===== src/mqtf_pkg.sv =====
`default_nettype none

package mqtf_pkg;

   // Default store depth, in filter bytes
   localparam int MAX_FILTER_LEN_DEF = 64;

   // Filter characters held in flops for the first beat of a topic
   localparam int HEAD_LEN = 5;
   // Characters seen around the cursor: one behind, the one at the cursor, four ahead
   localparam int WIN_LEN  = 6;
   // Window part kept in flops; the top two come from the memories
   localparam int WIN_REG  = 4;

   typedef logic [7:0] char_type;
   typedef logic [2:0] status_type;
   typedef char_type [WIN_LEN-1:0] win_type;

   // Commands
   localparam logic CMD_FILTER = 1'b0;
   localparam logic CMD_TOPIC  = 1'b1;

   // Characters with a meaning
   localparam char_type CH_NUL    = 8'h00;
   localparam char_type CH_HASH   = 8'h23;
   localparam char_type CH_DOLLAR = 8'h24;
   localparam char_type CH_PLUS   = 8'h2B;
   localparam char_type CH_SLASH  = 8'h2F;

   // Verdicts
   localparam status_type ST_NOMATCH      = 3'd0;
   localparam status_type ST_MATCH        = 3'd1;
   localparam status_type ST_EMPTY_FILTER = 3'd2;
   localparam status_type ST_EMPTY_TOPIC  = 3'd3;
   localparam status_type ST_TOPIC_WILD   = 3'd4;
   localparam status_type ST_BAD_PLUS     = 3'd5;
   localparam status_type ST_BAD_HASH     = 3'd6;

   // Match phases
   localparam int         PH_W     = 3;
   localparam logic [2:0] PH_FIRST = 3'd0;
   localparam logic [2:0] PH_RUN   = 3'd1;
   localparam logic [2:0] PH_PLUS  = 3'd2;
   localparam logic [2:0] PH_HASH  = 3'd3;
   localparam logic [2:0] PH_TAIL  = 3'd4;
   localparam logic [2:0] PH_DONE  = 3'd5;

   // Matcher context going into the evaluator
   typedef struct packed {
      logic [PH_W-1:0] phase;
      logic            after_eq;
      logic            bad_hash;
      logic            overflow;
      logic            len_zero;
      logic            pos_nz;
   } mctx_type;

   // Evaluator result for one topic beat
   typedef struct packed {
      logic [PH_W-1:0] phase;
      logic            after_eq;
      logic [1:0]      adv;
      logic            fixed;
      status_type      verdict;
   } mres_type;

endpackage

`default_nettype wire


===== src/mqtf_req_if.sv =====
`default_nettype none

interface mqtf_req_if import mqtf_pkg::*; ();
   logic     valid;
   logic     ready;
   logic     command;
   char_type char_in;
   logic     is_last;

   modport source (output valid, command, char_in, is_last, input ready);
   modport sink   (input valid, command, char_in, is_last, output ready);
endinterface

`default_nettype wire


===== src/mqtf_rsp_if.sv =====
`default_nettype none

interface mqtf_rsp_if import mqtf_pkg::*; ();
   logic       valid;
   logic       ready;
   status_type status;

   modport source (output valid, status, input ready);
   modport sink   (input valid, status, output ready);
endinterface

`default_nettype wire


===== src/mqtf_ram.sv =====
`default_nettype none

module mqtf_ram #(
   parameter int WIDTH = 8,
   parameter int DEPTH = 64
) (
   input  wire logic                     clock,
   input  wire logic                     wr_en,
   input  wire logic [$clog2(DEPTH)-1:0] wr_addr,
   input  wire logic [WIDTH-1:0]         wr_data,
   input  wire logic [$clog2(DEPTH)-1:0] rd_addr,
   output logic      [WIDTH-1:0]         rd_data
);

   logic [WIDTH-1:0] mem_ff [DEPTH];
   logic [WIDTH-1:0] rd_data_ff;

   // Single write port, registered read (old data on a same-cycle collision)
   always_ff @(posedge clock) begin
      if (wr_en) begin
         mem_ff[wr_addr] <= wr_data;
      end
      rd_data_ff <= mem_ff[rd_addr];
   end

   assign rd_data = rd_data_ff;

endmodule

`default_nettype wire


===== src/mqtf_eval.sv =====
`default_nettype none

module mqtf_eval import mqtf_pkg::*; (
   input  wire mctx_type ctx,
   input  wire win_type  win,
   input  wire char_type ch,
   input  wire logic     last,
   output mres_type      res
);

   // win[i] is the filter character at cursor + i - 1, zero past the end
   logic       wild_t;
   status_type nm;
   logic       run_go;
   logic       eot;
   logic       scan;
   logic       pns;
   logic       sp_nz;
   char_type   c;
   char_type   n;
   char_type   cm;
   char_type   c0;
   char_type   c1;
   char_type   c2;
   logic [2:0] i_m;
   logic [2:0] i_0;
   logic [2:0] i_1;
   logic [2:0] i_2;

   always_comb begin
      res.phase    = ctx.phase;
      res.after_eq = ctx.after_eq;
      res.adv      = 2'd0;
      res.fixed    = 1'b0;
      res.verdict  = ST_NOMATCH;
      wild_t = (ch == CH_PLUS) || (ch == CH_HASH);
      nm     = ctx.bad_hash ? ST_BAD_HASH : ST_NOMATCH;
      run_go = 1'b0;
      eot    = 1'b0;
      scan   = 1'b0;
      pns    = 1'b0;
      sp_nz  = 1'b0;
      c      = CH_NUL;
      n      = CH_NUL;
      cm     = CH_NUL;
      c0     = CH_NUL;
      c1     = CH_NUL;
      c2     = CH_NUL;
      i_m    = 3'd0;
      i_0    = 3'd0;
      i_1    = 3'd0;
      i_2    = 3'd0;

      // First beat checks, or dispatch by phase
      if (ctx.phase == PH_FIRST) begin
         priority if (ctx.overflow) begin
            res.fixed = 1'b1; res.verdict = ST_BAD_HASH;
         end else if (ctx.len_zero) begin
            res.fixed = 1'b1; res.verdict = ST_EMPTY_FILTER;
         end else if (ch == CH_NUL) begin
            res.fixed = 1'b1; res.verdict = ST_EMPTY_TOPIC;
         end else if ((win[1] == CH_DOLLAR) != (ch == CH_DOLLAR)) begin
            res.fixed = 1'b1; res.verdict = ST_NOMATCH;
         end else begin
            res.phase    = PH_RUN;
            res.after_eq = 1'b0;
            run_go       = 1'b1;
         end
      end else if (ctx.phase != PH_DONE) begin
         if (ch == CH_NUL) begin
            eot = 1'b1;
         end else begin
            unique case (ctx.phase)
               PH_RUN: begin
                  run_go = 1'b1;
               end
               PH_PLUS: begin
                  if (ch == CH_SLASH) begin
                     res.phase = PH_RUN;
                     run_go    = 1'b1;
                  end else if (wild_t) begin
                     res.fixed = 1'b1; res.verdict = ST_TOPIC_WILD;
                  end
               end
               PH_HASH, PH_TAIL: begin
                  if (wild_t) begin
                     res.fixed = 1'b1; res.verdict = ST_TOPIC_WILD;
                  end
               end
               default: begin
               end
            endcase
         end
      end

      // Compare against the filter; a '+' met by '/' takes a second step
      for (int k = 0; k < 2; k++) begin
         if (run_go && !res.fixed) begin
            run_go = 1'b0;
            c   = win[k+1];
            n   = win[k+2];
            pns = (k == 0) ? (ctx.pos_nz && (win[0] != CH_SLASH)) : (win[k] != CH_SLASH);
            if (wild_t) begin
               res.fixed = 1'b1; res.verdict = ST_TOPIC_WILD;
            end else if (c == CH_NUL) begin
               res.phase = PH_TAIL;
            end else if (c == ch) begin
               res.adv      = 2'(k + 1);
               res.after_eq = 1'b1;
            end else begin
               res.after_eq = 1'b0;
               if (c == CH_PLUS) begin
                  if (pns || ((n != CH_NUL) && (n != CH_SLASH))) begin
                     res.fixed = 1'b1; res.verdict = ST_BAD_PLUS;
                  end else begin
                     res.adv = 2'(k + 1);
                     if (ch == CH_SLASH) begin
                        run_go = 1'b1;
                     end else begin
                        res.phase = PH_PLUS;
                     end
                  end
               end else if (c == CH_HASH) begin
                  if (pns || (n != CH_NUL)) begin
                     res.fixed = 1'b1; res.verdict = ST_BAD_HASH;
                  end else begin
                     res.phase = PH_HASH;
                  end
               end else begin
                  res.fixed = 1'b1; res.verdict = nm;
               end
            end
         end
      end

      // Topic ended: settle against what is left of the filter
      if (!res.fixed && (ctx.phase != PH_DONE) && (eot || last)) begin
         i_m   = 3'(res.adv);
         i_0   = i_m + 3'd1;
         i_1   = i_m + 3'd2;
         i_2   = i_m + 3'd3;
         cm    = win[i_m];
         c0    = win[i_0];
         c1    = win[i_1];
         c2    = win[i_2];
         sp_nz = ctx.pos_nz || (res.adv != 2'd0);
         pns   = sp_nz && (cm != CH_SLASH);
         unique case (res.phase)
            PH_RUN: begin
               if (c0 == CH_NUL) begin
                  res.fixed = 1'b1; res.verdict = res.after_eq ? ST_MATCH : ST_NOMATCH;
               end else if (res.after_eq && (c0 == CH_SLASH) && (c1 == CH_HASH)
                            && (c2 == CH_NUL)) begin
                  res.fixed = 1'b1; res.verdict = ST_MATCH;
               end else begin
                  scan = 1'b1;
               end
            end
            PH_PLUS: begin
               if (c0 == CH_NUL) begin
                  res.fixed = 1'b1; res.verdict = ST_MATCH;
               end else begin
                  scan = 1'b1;
               end
            end
            PH_HASH: begin
               res.fixed = 1'b1; res.verdict = ST_MATCH;
            end
            PH_TAIL: begin
               res.fixed = 1'b1; res.verdict = ST_NOMATCH;
            end
            default: begin
            end
         endcase

         // Remaining filter after the topic: a lone trailing wildcard can still match
         if (scan) begin
            res.fixed = 1'b1;
            if (c0 == CH_PLUS) begin
               priority if (pns || ((c1 != CH_NUL) && (c1 != CH_SLASH))) begin
                  res.verdict = ST_BAD_PLUS;
               end else if (c1 == CH_NUL) begin
                  res.verdict = ST_MATCH;
               end else if (c2 == CH_HASH) begin
                  res.verdict = ST_MATCH;
               end else begin
                  res.verdict = nm;
               end
            end else if (c0 == CH_HASH) begin
               res.verdict = (pns || (c1 != CH_NUL)) ? ST_BAD_HASH : ST_MATCH;
            end else if (sp_nz && (cm == CH_PLUS) && (c0 == CH_SLASH) && (c1 == CH_HASH)) begin
               res.verdict = ST_MATCH;
            end else begin
               res.verdict = nm;
            end
         end
      end

      if (res.fixed) begin
         res.phase = PH_DONE;
      end
   end

endmodule

`default_nettype wire


===== src/mqtt_topic_filter_match_core.sv =====
// The result beat is registered: it is valid in the cycle after the topic's last beat is accepted.
// Throughput: one beat (filter or topic) per cycle, held by the cursor loop from the
// filter cursor through the two memory read ports to the read data of the next cycle.
// A result waits in an output register; while the sink stalls it, request beats wait.
// Reset (synchronous) clears filter length, flags and match state; the filter
// memory is not cleared, so no clearing pass follows reset.
`default_nettype none

module mqtt_topic_filter_match_core import mqtf_pkg::*; #(
   parameter int MAX_FILTER_LEN = MAX_FILTER_LEN_DEF
) (
   input wire logic   clock,
   input wire logic   reset,
   mqtf_req_if.sink   req_chan,
   mqtf_rsp_if.source rsp_chan
);

   localparam int              LW    = $clog2(MAX_FILTER_LEN + 1);
   localparam int              XW    = $clog2(MAX_FILTER_LEN + 8);
   localparam int              AW    = $clog2(MAX_FILTER_LEN);
   localparam logic [LW-1:0]   MAX_L = LW'(MAX_FILTER_LEN);
   localparam logic [XW-1:0]   MAX_X = XW'(MAX_FILTER_LEN);

   logic req_acc;
   logic filt_acc;
   logic topic_acc;

   // Filter load state
   logic [LW-1:0] len_ff, len_in, len_new;
   logic          ovf_ff, ovf_in, ovf_new;
   logic          bhs_ff, bhs_in, bhs_new;
   logic          ended_ff, ended_in, ended_new;
   logic          busy_ff, busy_in;
   char_type      last_char_ff, last_char_in;
   char_type      head_ff [HEAD_LEN];
   char_type      head_in [HEAD_LEN];
   logic          wr_en;
   logic [AW-1:0] wr_addr;

   // Match state
   logic [PH_W-1:0] phase_ff, phase_in;
   logic [LW-1:0]   pos_ff, pos_in, pos_eff;
   logic            ae_ff, ae_in;
   status_type      fixed_ff, fixed_in;
   char_type        win_ff [WIN_REG];
   char_type        win_in [WIN_REG];
   logic            first;
   win_type         raw;
   win_type         win_m;
   logic [XW-1:0]   pos_x;
   logic [2:0]      win_idx;
   mctx_type        ctx;
   mres_type        res;
   status_type      verdict;

   // Memory read side
   logic [XW-1:0] nxt_a, nxt_b;
   logic [AW-1:0] rd_addr_a, rd_addr_b;
   char_type      ram_a, ram_b;

   // Output register
   logic       rsp_valid_ff, rsp_valid_in;
   status_type status_ff, status_in;

   // Handshake
   assign req_chan.ready = !rsp_valid_ff || rsp_chan.ready;
   assign req_acc        = req_chan.valid && req_chan.ready;
   assign filt_acc       = req_acc && (req_chan.command == CMD_FILTER);
   assign topic_acc      = req_acc && (req_chan.command == CMD_TOPIC);
   assign rsp_chan.valid  = rsp_valid_ff;
   assign rsp_chan.status = status_ff;

   // Filter load: a beat after a finished filter starts a new one
   always_comb begin
      len_new      = busy_ff ? len_ff : '0;
      ovf_new      = busy_ff && ovf_ff;
      bhs_new      = busy_ff && bhs_ff;
      ended_new    = busy_ff && ended_ff;
      len_in       = len_ff;
      ovf_in       = ovf_ff;
      bhs_in       = bhs_ff;
      ended_in     = ended_ff;
      busy_in      = busy_ff;
      last_char_in = last_char_ff;
      head_in      = head_ff;
      wr_en        = 1'b0;
      if (filt_acc) begin
         len_in   = len_new;
         ovf_in   = ovf_new;
         bhs_in   = bhs_new;
         ended_in = ended_new;
         busy_in  = !req_chan.is_last;
         if (!ended_new) begin
            if (req_chan.char_in == CH_NUL) begin
               ended_in = 1'b1;
            end else if (len_new >= MAX_L) begin
               ovf_in = 1'b1;
            end else begin
               // '#' followed by more characters
               if ((len_new != '0) && (last_char_ff == CH_HASH) && !bhs_new) begin
                  bhs_in = 1'b1;
               end
               wr_en        = 1'b1;
               last_char_in = req_chan.char_in;
               len_in       = len_new + LW'(1);
               for (int j = 0; j < HEAD_LEN; j++) begin
                  if (len_new == LW'(j)) begin
                     head_in[j] = req_chan.char_in;
                  end
               end
            end
         end
      end
   end

   assign wr_addr = len_new[AW-1:0];

   // Filter window around the cursor: head flops on the first beat,
   // otherwise window flops plus the two memory reads
   assign first   = (phase_ff == PH_FIRST);
   assign pos_eff = first ? '0 : pos_ff;

   always_comb begin
      raw[0] = first ? CH_NUL     : win_ff[0];
      raw[1] = first ? head_ff[0] : win_ff[1];
      raw[2] = first ? head_ff[1] : win_ff[2];
      raw[3] = first ? head_ff[2] : win_ff[3];
      raw[4] = first ? head_ff[3] : ram_a;
      raw[5] = first ? head_ff[4] : ram_b;
      pos_x  = '0;
      // Characters at or past the filter length read as zero
      for (int i = 0; i < WIN_LEN; i++) begin
         pos_x = XW'(pos_eff) + XW'(i);
         if ((pos_x <= XW'(len_ff)) && ((i != 0) || (pos_eff != '0))) begin
            win_m[i] = raw[i];
         end else begin
            win_m[i] = CH_NUL;
         end
      end
   end

   assign ctx.phase    = phase_ff;
   assign ctx.after_eq = ae_ff;
   assign ctx.bad_hash = bhs_ff;
   assign ctx.overflow = ovf_ff;
   assign ctx.len_zero = (len_ff == '0);
   assign ctx.pos_nz   = (pos_eff != '0);

   mqtf_eval u_eval (
      .ctx  (ctx),
      .win  (win_m),
      .ch   (req_chan.char_in),
      .last (req_chan.is_last),
      .res  (res)
   );

   assign verdict = res.fixed ? res.verdict : fixed_ff;

   // Match state update
   always_comb begin
      phase_in = phase_ff;
      pos_in   = pos_ff;
      ae_in    = ae_ff;
      fixed_in = fixed_ff;
      win_in   = win_ff;
      win_idx  = 3'd0;
      if (filt_acc) begin
         phase_in = PH_FIRST;
      end else if (topic_acc) begin
         phase_in = req_chan.is_last ? PH_FIRST : res.phase;
         ae_in    = res.after_eq;
         fixed_in = verdict;
         pos_in   = pos_eff + LW'(res.adv);
         for (int j = 0; j < WIN_REG; j++) begin
            win_idx   = 3'(res.adv) + 3'(j);
            win_in[j] = raw[win_idx];
         end
      end
   end

   // Prefetch the two characters beyond the next window flops
   always_comb begin
      nxt_a     = XW'(pos_in) + XW'(3);
      nxt_b     = XW'(pos_in) + XW'(4);
      rd_addr_a = (nxt_a < MAX_X) ? nxt_a[AW-1:0] : '0;
      rd_addr_b = (nxt_b < MAX_X) ? nxt_b[AW-1:0] : '0;
   end

   mqtf_ram #(
      .WIDTH ($bits(char_type)),
      .DEPTH (MAX_FILTER_LEN)
   ) u_ram_a (
      .clock   (clock),
      .wr_en   (wr_en),
      .wr_addr (wr_addr),
      .wr_data (req_chan.char_in),
      .rd_addr (rd_addr_a),
      .rd_data (ram_a)
   );

   mqtf_ram #(
      .WIDTH ($bits(char_type)),
      .DEPTH (MAX_FILTER_LEN)
   ) u_ram_b (
      .clock   (clock),
      .wr_en   (wr_en),
      .wr_addr (wr_addr),
      .wr_data (req_chan.char_in),
      .rd_addr (rd_addr_b),
      .rd_data (ram_b)
   );

   // Result beat goes out on the topic's last beat
   always_comb begin
      rsp_valid_in = rsp_valid_ff && !rsp_chan.ready;
      status_in    = status_ff;
      if (topic_acc && req_chan.is_last) begin
         rsp_valid_in = 1'b1;
         status_in    = verdict;
      end
   end

   // Control registers
   always_ff @(posedge clock) begin
      if (reset) begin
         len_ff       <= '0;
         ovf_ff       <= 1'b0;
         bhs_ff       <= 1'b0;
         ended_ff     <= 1'b0;
         busy_ff      <= 1'b0;
         phase_ff     <= PH_FIRST;
         pos_ff       <= '0;
         ae_ff        <= 1'b0;
         fixed_ff     <= ST_NOMATCH;
         rsp_valid_ff <= 1'b0;
      end else begin
         len_ff       <= len_in;
         ovf_ff       <= ovf_in;
         bhs_ff       <= bhs_in;
         ended_ff     <= ended_in;
         busy_ff      <= busy_in;
         phase_ff     <= phase_in;
         pos_ff       <= pos_in;
         ae_ff        <= ae_in;
         fixed_ff     <= fixed_in;
         rsp_valid_ff <= rsp_valid_in;
      end
   end

   // Payload registers
   always_ff @(posedge clock) begin
      last_char_ff <= last_char_in;
      head_ff      <= head_in;
      win_ff       <= win_in;
      status_ff    <= status_in;
   end

   // A filter beat always restarts topic matching
   a_filter_restarts: assert property (@(posedge clock) disable iff (reset)
      filt_acc |=> (phase_ff == PH_FIRST))
      else $error("phase not restarted after filter beat");

   // Every last topic beat leaves a result waiting
   a_last_gives_rsp: assert property (@(posedge clock) disable iff (reset)
      (topic_acc && req_chan.is_last) |=> rsp_valid_ff)
      else $error("no result after last topic beat");

   // Stored length never passes the store depth
   a_len_bound: assert property (@(posedge clock) disable iff (reset)
      len_ff <= MAX_L)
      else $error("filter length beyond store depth");

   // Cursor stays inside the stored filter while matching
   a_pos_bound: assert property (@(posedge clock) disable iff (reset)
      ((phase_ff == PH_RUN) || (phase_ff == PH_PLUS) || (phase_ff == PH_HASH)
       || (phase_ff == PH_TAIL)) |-> (pos_ff <= len_ff))
      else $error("filter cursor beyond filter length");

endmodule

`default_nettype wire

===== src/flat_wrapper.sv =====
// flat-port wrapper written by rule: the top's interface ports become plain ports
module mqtt_topic_filter_match_core_flat import mqtf_pkg::*;
#(
   parameter int MAX_FILTER_LEN = MAX_FILTER_LEN_DEF
)
  (clock, reset, req_chan_valid, req_chan_command, req_chan_char_in, req_chan_is_last, req_chan_ready, rsp_chan_valid, rsp_chan_status, rsp_chan_ready);
  mqtf_req_if req_chan_i ();
  mqtf_rsp_if rsp_chan_i ();
  input wire logic clock;
  input wire logic reset;
  input wire logic [$bits(req_chan_i.valid)-1:0] req_chan_valid;
  input wire logic [$bits(req_chan_i.command)-1:0] req_chan_command;
  input wire logic [$bits(req_chan_i.char_in)-1:0] req_chan_char_in;
  input wire logic [$bits(req_chan_i.is_last)-1:0] req_chan_is_last;
  output wire logic [$bits(req_chan_i.ready)-1:0] req_chan_ready;
  output wire logic [$bits(rsp_chan_i.valid)-1:0] rsp_chan_valid;
  output wire logic [$bits(rsp_chan_i.status)-1:0] rsp_chan_status;
  input wire logic [$bits(rsp_chan_i.ready)-1:0] rsp_chan_ready;
  assign req_chan_i.valid = req_chan_valid;
  assign req_chan_i.command = req_chan_command;
  assign req_chan_i.char_in = req_chan_char_in;
  assign req_chan_i.is_last = req_chan_is_last;
  assign req_chan_ready = req_chan_i.ready;
  assign rsp_chan_valid = rsp_chan_i.valid;
  assign rsp_chan_status = rsp_chan_i.status;
  assign rsp_chan_i.ready = rsp_chan_ready;
  mqtt_topic_filter_match_core #(.MAX_FILTER_LEN(MAX_FILTER_LEN)) u_core (.clock(clock), .reset(reset), .req_chan(req_chan_i), .rsp_chan(rsp_chan_i));
endmodule

===== config.mk =====
export PLATFORM = sky130hd
export DESIGN_NAME = mqtt_topic_filter_match_core_flat
export DESIGN_NICKNAME = d
export VERILOG_FILES = /design/src/mqtf_pkg.sv /design/src/mqtf_req_if.sv /design/src/mqtf_rsp_if.sv /design/src/mqtf_ram.sv /design/src/mqtf_eval.sv /design/src/mqtt_topic_filter_match_core.sv /design/src/flat_wrapper.sv
export SDC_FILE = /design/constraint.sdc
export NUM_CORES = 1
export LEC_CHECK = 0
export ABC_CLOCK_PERIOD_IN_PS = 9900
export BUFFER_PORTS_ARGS = -buffer_cell sky130_fd_sc_hd__buf_2
export CAP_MARGIN = 30
export CORE_MARGIN = 2
export CORE_UTILIZATION = 55
export CTS_BUF_LIST = sky130_fd_sc_hd__clkbuf_8
export DETAILED_ROUTE_END_ITERATION = 10
export PLACE_DENSITY = 0.8
export REMOVE_ABC_BUFFERS = 1
export SLEW_MARGIN = 10
export SYNTH_ARGS = -nofsm -noshare
export SYNTH_HDL_FRONTEND = slang
export SYNTH_HIERARCHICAL = 1
export SYNTH_SLANG_ARGS = --single-unit

===== constraint.sdc =====
create_clock -name clock -period 9.9 [get_ports clock]
set_input_delay 0.495 -clock clock [delete_from_list [all_inputs] [get_ports clock]]
set_output_delay 0.495 -clock clock [all_outputs]
set_load 0.1 [all_outputs]

# == After elaboration in Yosys (flattened, before gate mapping) ==
# Memory sizes are Yosys's and may differ from the RTL's. A register that Yosys moved wholly into a read port is not among the register bits.
# Index checks and enable logic that the tools add are counted.
# totals
reg_bits,109
ramBits,1024
in_bits,14
out_inout_bits,5
wordCells,309
memories,2
# mem_list
name,depth,word_bits,rd,rd_ports_with_merged_regs,wr,line_no,text
u_core.u_ram_a.mem_ff,64,8,1,1,1,mqtf_ram.sv:15,logic [WIDTH-1:0] mem_ff [DEPTH];
u_core.u_ram_b.mem_ff,64,8,1,1,1,mqtf_ram.sv:15,
# classes
addsub,12
order_cmp,13
eq_ne,38
muxes,151
bitwise,5
n_reduce_logical,67
# op_table
cell,n
$mux 8,20
$bmux 8 s3,6
$eq 8x6->1 const B,16
$mux 4,30
$mux 3,32
$mux 7,9
$logic_not 8->1,6
$ne 8x6->1 const B,6
$le 7x7->1,6
$mux 1,39
$bmux 8 s2,2
$logic_and 1x1->1,26
$reduce_and 5->1,5
$mux 6,4
$reduce_bool 8->1,3
$add 7x2->7 const B,3
$add 7x3->7 const B,3
$mux 10,2
$eq 8x8->1,2
$pmux 4 s4,1
$add 7x1->7 const B,2
$eq 7x2->1 const B,2
$logic_not 7->1,2
$lt 7x7->1 const B,2
25 further kinds,57

# == Logic depth before layout (Yosys ltp) ==
# Gate-level depths: netlist (run 1).
# logic_depth
word_depth,41
mapped_depth,45
depth_no_buf,34

# == By module ==
# Netlist (run 1), hierarchy kept.
# by_module_without_submodules
module,n_inst,cells_per_inst,area_per_inst_um2,seq_area_each_um2
mqtf_ram at u_core.u_ram_a,1,972,20190.6,15534.9
mqtf_ram at u_core.u_ram_b,1,940,20166.8,15534.9
mqtt_topic_filter_match_core,1,755,7269.5,3012.9
mqtf_eval,1,311,2006.9,0.0

# == Least setup slack after synthesis (run 1) ==
# OpenSTA, ideal clock, no wires.
# synth_path
path_kind,flip-flop to flip-flop
startpoint,register u_core.phase_ff[0]
endpoint,"register u_core.u_ram_b.rd_data_ff[3], in the netlist u_core/u_ram_b/rd_data[3] (read register of u_core.u_ram_b.mem_ff)"
setup_time_ns,0.128
arrival_ns,8.790
required_time_ns,9.772
slack_ns,0.982
stages_incl_launch_ff,42
path_buffers,9
synth_period_minus_slack_ns,8.918
cell_sequence,dfxtp_1 > buf_4 > nor3_2 > buf_4 > buf_2 > clkbuf_1 > nor2_1 > ha_1 > clkbuf_1 > nand4_1 > xor2_1 > nor2_1 > ha_1 > o21a_1 > o22ai_1 > a21oi_1 > nor2_1 > or3_1 > [6 not listed] > buf_4 > buf_1 > xnor2_1 > ha_1 > a21oi_2 > o22ai_1 > a2bb2oi_2 > ha_1 > inv_1 > a211oi_2 > xnor2_1 > nor2_1 > buf_6 > buf_4 > mux4_2 > mux4_2 > o21ai_1 > o41ai_1
# synth_rtl
element,line_no,text
start: declaration,mqtt_topic_filter_match_core.sv:41,"logic [PH_W-1:0] phase_ff, phase_in;"
start signal: assignment,mqtt_topic_filter_match_core.sv:242,phase_ff <= phase_in;
end: declaration,mqtf_ram.sv:16,logic [WIDTH-1:0] rd_data_ff;

==> results of run 1 <==
==> logic make-up (layout without fill, tap and decap cells) <==
group,Yosys count,count (layout),synth area share
xor+xnor,46,46,0.00812
fa+ha+maj,50,50,0.0126
simple gates,790,790,0.0753
other cells,0,1,0
buf+inv,207,475,0.0214
flops,1149,1149,0.687
compound gates,340,340,0.0492
mux,396,396,0.147
==> registers in the layout, indices dropped and copies added (netlist names), 7 cells and up <==
register / count
u_core/last_char_ff: 8
u_core/u_ram_b/rd_data: 8
u_core/u_ram_a/mem_ff: 512
u_core/head_ff: 40
u_core/pos_ff: 7
u_core/win_ff: 32
u_core/u_ram_b/mem_ff: 512
u_core/u_ram_a/rd_data: 8
u_core/len_ff: 7
==> cells in the final DEF, fill, tap and decap left out, types with 16 or more instances in the layout <==
master    Yosys  routed
or3_1        23      23
nor3_1       41      41
a21oi_1      45      44
clkbuf_8      0     174
clkinv_1      3      45
clkinv_2      0      28
edfxtp_1   1107    1107
nand3_1      67      67
mux4_2      260     260
dfxtp_1      42      39
nand2_1     166     166
buf_4        29      85
inv_1        41      80
o21ai_0      52      52
ha_1         49      49
nand4_1      29      29
nor4_1       16      16
mux2i_1     113     113
buf_12        3      20
o22ai_1      54      54
nor2_1      303     296
nor2b_1      45      42
mux2_2       19      19
xnor2_1      26      26
nand2b_1     19      19
xor2_1       20      20
==> worst max-delay path by stage <==
stage                       startpoint                        end  slack [ps]  cells past startpoint
floorplan           u_core/phase_ff[2]  u_core/u_ram_a/rd_data[2]      -12270                     29
global placement    u_core/phase_ff[2]  u_core/u_ram_a/rd_data[4]         780                     36
detailed placement  u_core/phase_ff[2]  u_core/u_ram_a/rd_data[4]         570                     36
CTS                 u_core/phase_ff[2]  u_core/u_ram_a/rd_data[4]         530                     36
global route          u_core/pos_ff[3]  u_core/u_ram_a/rd_data[4]          40                     35
finish              u_core/phase_ff[2]  u_core/u_ram_b/rd_data[6]         690                     37
==> per-stage QoR <==
stage / hold slack, ps / area, µm²
2_1_floorplan: 431 / 48800
3_3_place_gp: 468 / 51300
3_5_place_dp: 460 / 51300
4_1_cts: 12.6 / 54600
5_1_grt: 62.2 / 54700
6_report: 91.0 / 54700
==> power breakdown <==
group | internal, µW | switching, µW
Sequential | 5340 | 7.88
Clock | 1860 | 1780
Combinational | 57.4 | 185
==> timing repair <==
action                                 in CTS  in global routing
hold buffers                                1                  0
gates resized for setup                     0                  4
setup endpoints to repair                   0                 11
endpoints found under the hold margin       1                  0
==> final cells by class <==
type	count	area (µm²)	area share
flip-flops and latches	1149	34100	0.623
clock buffers	174	2390	0.0438
repair buffers	123	1190	0.0218
diodes	1	2.50	0.0000457
multi-input cells	1622	14600	0.266
inverters	48	180	0.00329
well taps	1176	1470	0.0269
clock inverters	130	806	0.0147
==> metal layers <==
layer | GRT usage | wire (µm) | up-vias
li1 | - | - | 12203
met1 | 0.363 | 46100 | 14760
met2 | 0.422 | 59600 | 2042
met3 | 0.0599 | 13500 | 335
met4 | 0.114 | 5170 | 0
met5 | 0 | 0 | -
==> worst max-delay path, delay by kind of cell, from the launching register on <==
| family | cells | cell delay [ps] |
|---|---|---|
| AND/OR/NAND/NOR | 12 | 3400 |
| AO/OA/AOI/OAI | 11 | 2490 |
| buffers and inverters | 7 | 1180 |
| adder cells (fa/ha/maj) | 4 | 1020 |
| XOR/XNOR | 3 | 510 |
| flip-flops | 1 | 430 |
==> metrics.yaml, run 1 <==
critical_path:
  r2r-start: "u_core/phase_ff[2]"
  cpPeakStageDelay_ps: 490
  arrival_ps: 9890
  required_ps: 10580
  crit_path_start_kind: "flop"
  ff2ff_path_depth: 37
  end_kind: "flop"
  critPathKind: "reg -> reg"
  cpMaxStageDelayCell: "or3_1"
  cp_max_fo: 30
  worstReg2RegEnd: "u_core/u_ram_b/rd_data[6]"
  rrSetupSlack_ps: 690
global_route:
  grt_use_total: 0.268
  grt_pass1_wl_um: 185000
  grt_pass1_vias: 29420
  grt_max_degree: 92
  grt_overflow: 0
  antenna_found_initial: 2
drt:
  drc: 0
  ant_nets: 0
  via_per_inst: 6.63
  via_count: 29340
  routed_wl_um: 124000
  dr.pass1.iters: 7
  first_iter_violations: 4428
  wl_per_cell_um: 28.1
logic_synthesis:
  synth.area.top_cells: "edfxtp_1 67%, mux4_2 12%, nor2_1 2.3%, mux2i_1 2.3%, dfxtp_1 1.7%"
  synth_common_cells: "1,107 x edfxtp_1, 303 x nor2_1, 260 x mux4_2"
  syn-cell-area_um2: 49600
  yosysTopAreaCell: "edfxtp_1"
  synth_cell_types: 94
  yosys_register_bits: 1149
  synth.most_common_cell: "edfxtp_1"
  ys.flop_type: "edfxtp_1"
  synth_warnings: 6
  yosysTopAreaCellShare: 0.670
  async_reset_ff_frac: 0
  ys_seq_area_frac: 0.687
  synth_edf_count: 1107
  syn-mean-instance-area_um2: 16.7
  syn_inst: 2978
power:
  p_leak_uw: 0.0180
  finalPower_uw: 9230
  ir_drop_uv: 141
  p_per_area_nw_per_um2: 169
clock_tree:
  clk_path_buf_depth: 3
  cts.sinks: 1149
  path_clk_slew_ps: 60
  cts_tree: "built"
  numCtsBuffers: 172
  postCtsSetupBuffers: 0
  root_buffer: "clkbuf_8"
  h-tree-depth: 4
  clkLatencyLatePin_ps: 820
floorplan:
  die_w_um: 304
  dieArea_um2: 92700
  start_util: 0.553
  die_y_um: 304
  rows: 110
  core_area_um2: 89700
  ios: 19
timing:
  tightest_slew_ps: 1090
  fmax_mhz: 109
  rsz0062_at_grt: "false"
  setup_viol: 0
  fin_crit_sh: 0.930
  drv_slew: 0
  finalHoldViolCount: 0
  layout_setup_ws_ps: 688
  slew_headroom: 0.274
  min_period_ps: 9210
  setup-tns-final_ps: 0
  fin_skew_ps: 39.0
min_path:
  min_from: "rsp_chan_ready"
  min_to: "u_core/rsp_chan.valid"
  hold_class: "in -> reg"
  whs_path_depth: 4
place:
  place_ws_ps: 575
  dpl.hpwl_um: 80100
  numPlacedInstances: 4106
  io_buffers: 18
  finalWeightedCongestion: 1.01
cells_and_area:
  drive_gt1_frac: 0.211
  instances_no_fill: 4423
  final_core_util: 0.610
  syn_to_final_growth_pct: 10.2
  nFillCells: 6138
  final_nets: 3179
job:
  max_cap_violations: 0
run_status:
  status: "finished clean"
Note: power is estimated with default switching activity, not from simulation.
==> run 2, diff against run 1 <==
--- a/config.mk
+++ b/config.mk
@@ -11,9 +11,9 @@
 export CORE_MARGIN = 2
 export CORE_UTILIZATION = 55
 export CTS_BUF_LIST = sky130_fd_sc_hd__clkbuf_8
+export CTS_CLUSTER_DIAMETER = 200
 export DETAILED_ROUTE_END_ITERATION = 10
 export PLACE_DENSITY = 0.8
-export REMOVE_ABC_BUFFERS = 1
 export SLEW_MARGIN = 10
 export SYNTH_ARGS = -nofsm -noshare
 export SYNTH_HDL_FRONTEND = slang
==> metrics.yaml, run 2 (synthesis gave the netlist of run 1 again) <==
run_status:
  status: "finished clean"  # unchanged
clock_tree:
  numCtsBuffers: 174  # was 172
  clkLatencyLatePin_ps: 870  # was 820 ps
  cts.sinks: 1149  # unchanged
  cts_tree: "built"  # unchanged
  h-tree-depth: 4  # unchanged
  clk_path_buf_depth: 3  # unchanged
  path_clk_slew_ps: 70  # was 60 ps
  postCtsSetupBuffers: 0  # unchanged
  root_buffer: "clkbuf_8"  # unchanged
global_route:
  grt_pass1_wl_um: 186000  # was 185,000 µm
  grt_pass1_vias: 29243  # was 29,420
  grt_use_total: 0.269  # was 0.268
  grt_max_degree: 105  # was 92
  antenna_found_initial: 1  # was 2
  grt_overflow: 0  # unchanged
drt:
  dr.pass1.iters: 6  # was 7
  first_iter_violations: 4100  # was 4,428
  ant_nets: 0  # unchanged
  wl_per_cell_um: 28.3  # was 28.1 µm
  via_count: 29540  # was 29,340
  drc: 0  # unchanged
  routed_wl_um: 125000  # was 124,000 µm
  via_per_inst: 6.66  # was 6.63
floorplan:
  start_util: 0.553  # unchanged
  core_area_um2: 89700  # unchanged
  die_y_um: 304  # unchanged
  die_w_um: 304  # unchanged
  rows: 110  # unchanged
  dieArea_um2: 92700  # unchanged
  ios: 19  # unchanged
place:
  dpl.hpwl_um: 81100  # was 80,100 µm
  io_buffers: 18  # unchanged
  finalWeightedCongestion: 0.953  # was 1.01
critical_path:
  arrival_ps: 10050  # was 9890 ps
  critPathKind: "reg -> reg"  # unchanged
  required_ps: 10650  # was 10,580 ps
  crit_top_cell: "ha_1"
  cpPeakStageDelay_ps: 580  # was 490 ps
  end_kind: "flop"  # unchanged
  cp_max_fo: 23  # was 30
  crit_path_start_kind: "flop"  # unchanged
  cpMaxStageDelayCell: "a2111oi_0"  # was or3_1
timing:
  drv_slew: 0  # unchanged
  fmax_mhz: 107  # was 109 MHz
  finalHoldViolCount: 0  # unchanged
  rsz0062_at_grt: "false"  # unchanged
  fin_skew_ps: 64.4  # was 39.0 ps
  fin_crit_sh: 0.940  # was 0.930
  tightest_slew_ps: 1160  # was 1090 ps
  slew_headroom: 0.227  # was 0.274
  setup_viol: 0  # unchanged
  min_period_ps: 9310  # was 9210 ps
  setup-tns-final_ps: 0  # unchanged
power:
  p_leak_uw: 0.0181  # was 0.0180 µW
  p_per_area_nw_per_um2: 171  # was 169 nW/µm²
  ir_drop_uv: 142  # was 141 µV
cells_and_area:
  layout_commonest_cell: "edfxtp_1"  # unchanged
  final_core_util: 0.612  # was 0.610
  layout_common_cells: "1,107 x edfxtp_1, 296 x nor2_1, 260 x mux4_2"  # unchanged
  drive_gt1_frac: 0.210  # was 0.211
  syn_to_final_growth_pct: 10.6  # was 10.2%
  final_nets: 3176  # was 3,179
  top_regs: "u_core/u_ram_a/mem_ff x512, u_core/u_ram_b/mem_ff x512, u_core/head_ff x40"  # unchanged
min_path:
  hold_class: "in -> reg"  # unchanged
logic_synthesis:
  synth_fp_nets: 3041
job:
  max_cap_violations: 0  # unchanged
==> run 2: cell types whose count changed in the layout (fill, tap and decap cells not counted), sizes merged <==
cell         previous run  this run
inv                    91       105
clkbuf                174       187
clkinv                 73        61
buf                   122       114
diode                   1         4
dlygate4sd3             1         4
clkinvlp                6         5
==> run 2: worst paths after layout <==
path	startpoint	endpoint	slack, ps	cells after the start
max	u_core/phase_ff[2]	u_core/u_ram_a/rd_data[4]	590	32
min reg2reg	u_core/ae_ff	u_core/ae_ff	480	2
min	req_chan_char_in[1]	u_core/head_ff[33]	70	1
max reg2reg	u_core/phase_ff[2]	u_core/u_ram_a/rd_data[4]	590	32
==> run 2: power breakdown <==
group,total [µW],switching (µW),internal [µW]
registers,5350,8.13,5340
logic,246,186,60.5
clock network,3790,1820,1970
total,9390,2020,7380
==> run 2: what timing repair did <==
item                       in CTS  in global routing
hold endpoints to repair        5                  0
setup endpoints to repair       0                 14
gates resized for setup         0                  6
hold buffers                    4                  0
==> run 2: routing by layer <==
metal	vias up	part of all wire	track usage
met5	-	0	0
met4	0	0.033	0.0991
met3	277	0.11	0.0584
met2	2011	0.48	0.425
met1	15039	0.38	0.373
li1	12213	-	-
==> run 2: critical path: cells and delay by family (launching register included) <==
| kind | cells | cell delay, ps |
|---|---|---|
| xor gates and xnor gates | 1 | 270 |
| AOI/OAI and AO/OA | 12 | 3540 |
| adders and majority gates | 4 | 1000 |
| muxes | 1 | 540 |
| DFF | 1 | 440 |
| and+or+nand+nor | 10 | 2620 |
| buffers and inverters | 4 | 710 |
==> run 2: area by class of cell <==
type	count	area [µm²]
fillers	6121	34800
flip-flops and latches	1149	34100
multi-input cells	1622	14600
clock buffers	187	2570
well taps	1176	1470
repair buffers	118	1160
clock inverters	131	842
inverters	48	184
diodes	4	10.0
==> run 2: through the flow <==
| stage | worst slack (ps) | area [µm²] | cells | total power (µW) | hold slack [ps] |
|---|---|---|---|---|---|
| floorplan | 982 | 49600 | 2978 | 5560 | 437 |
| global placement | 557 | 51300 | 4100 | 5680 | 457 |
| detailed placement | 362 | 51300 | 4103 | 5690 | 475 |
| CTS | 261 | 54800 | 4425 | 9440 | 9.74 |
| global route | 123 | 54900 | 4435 | 9660 | 17.9 |
| finish | 593 | 54900 | 4435 | 9390 | 73.5 |
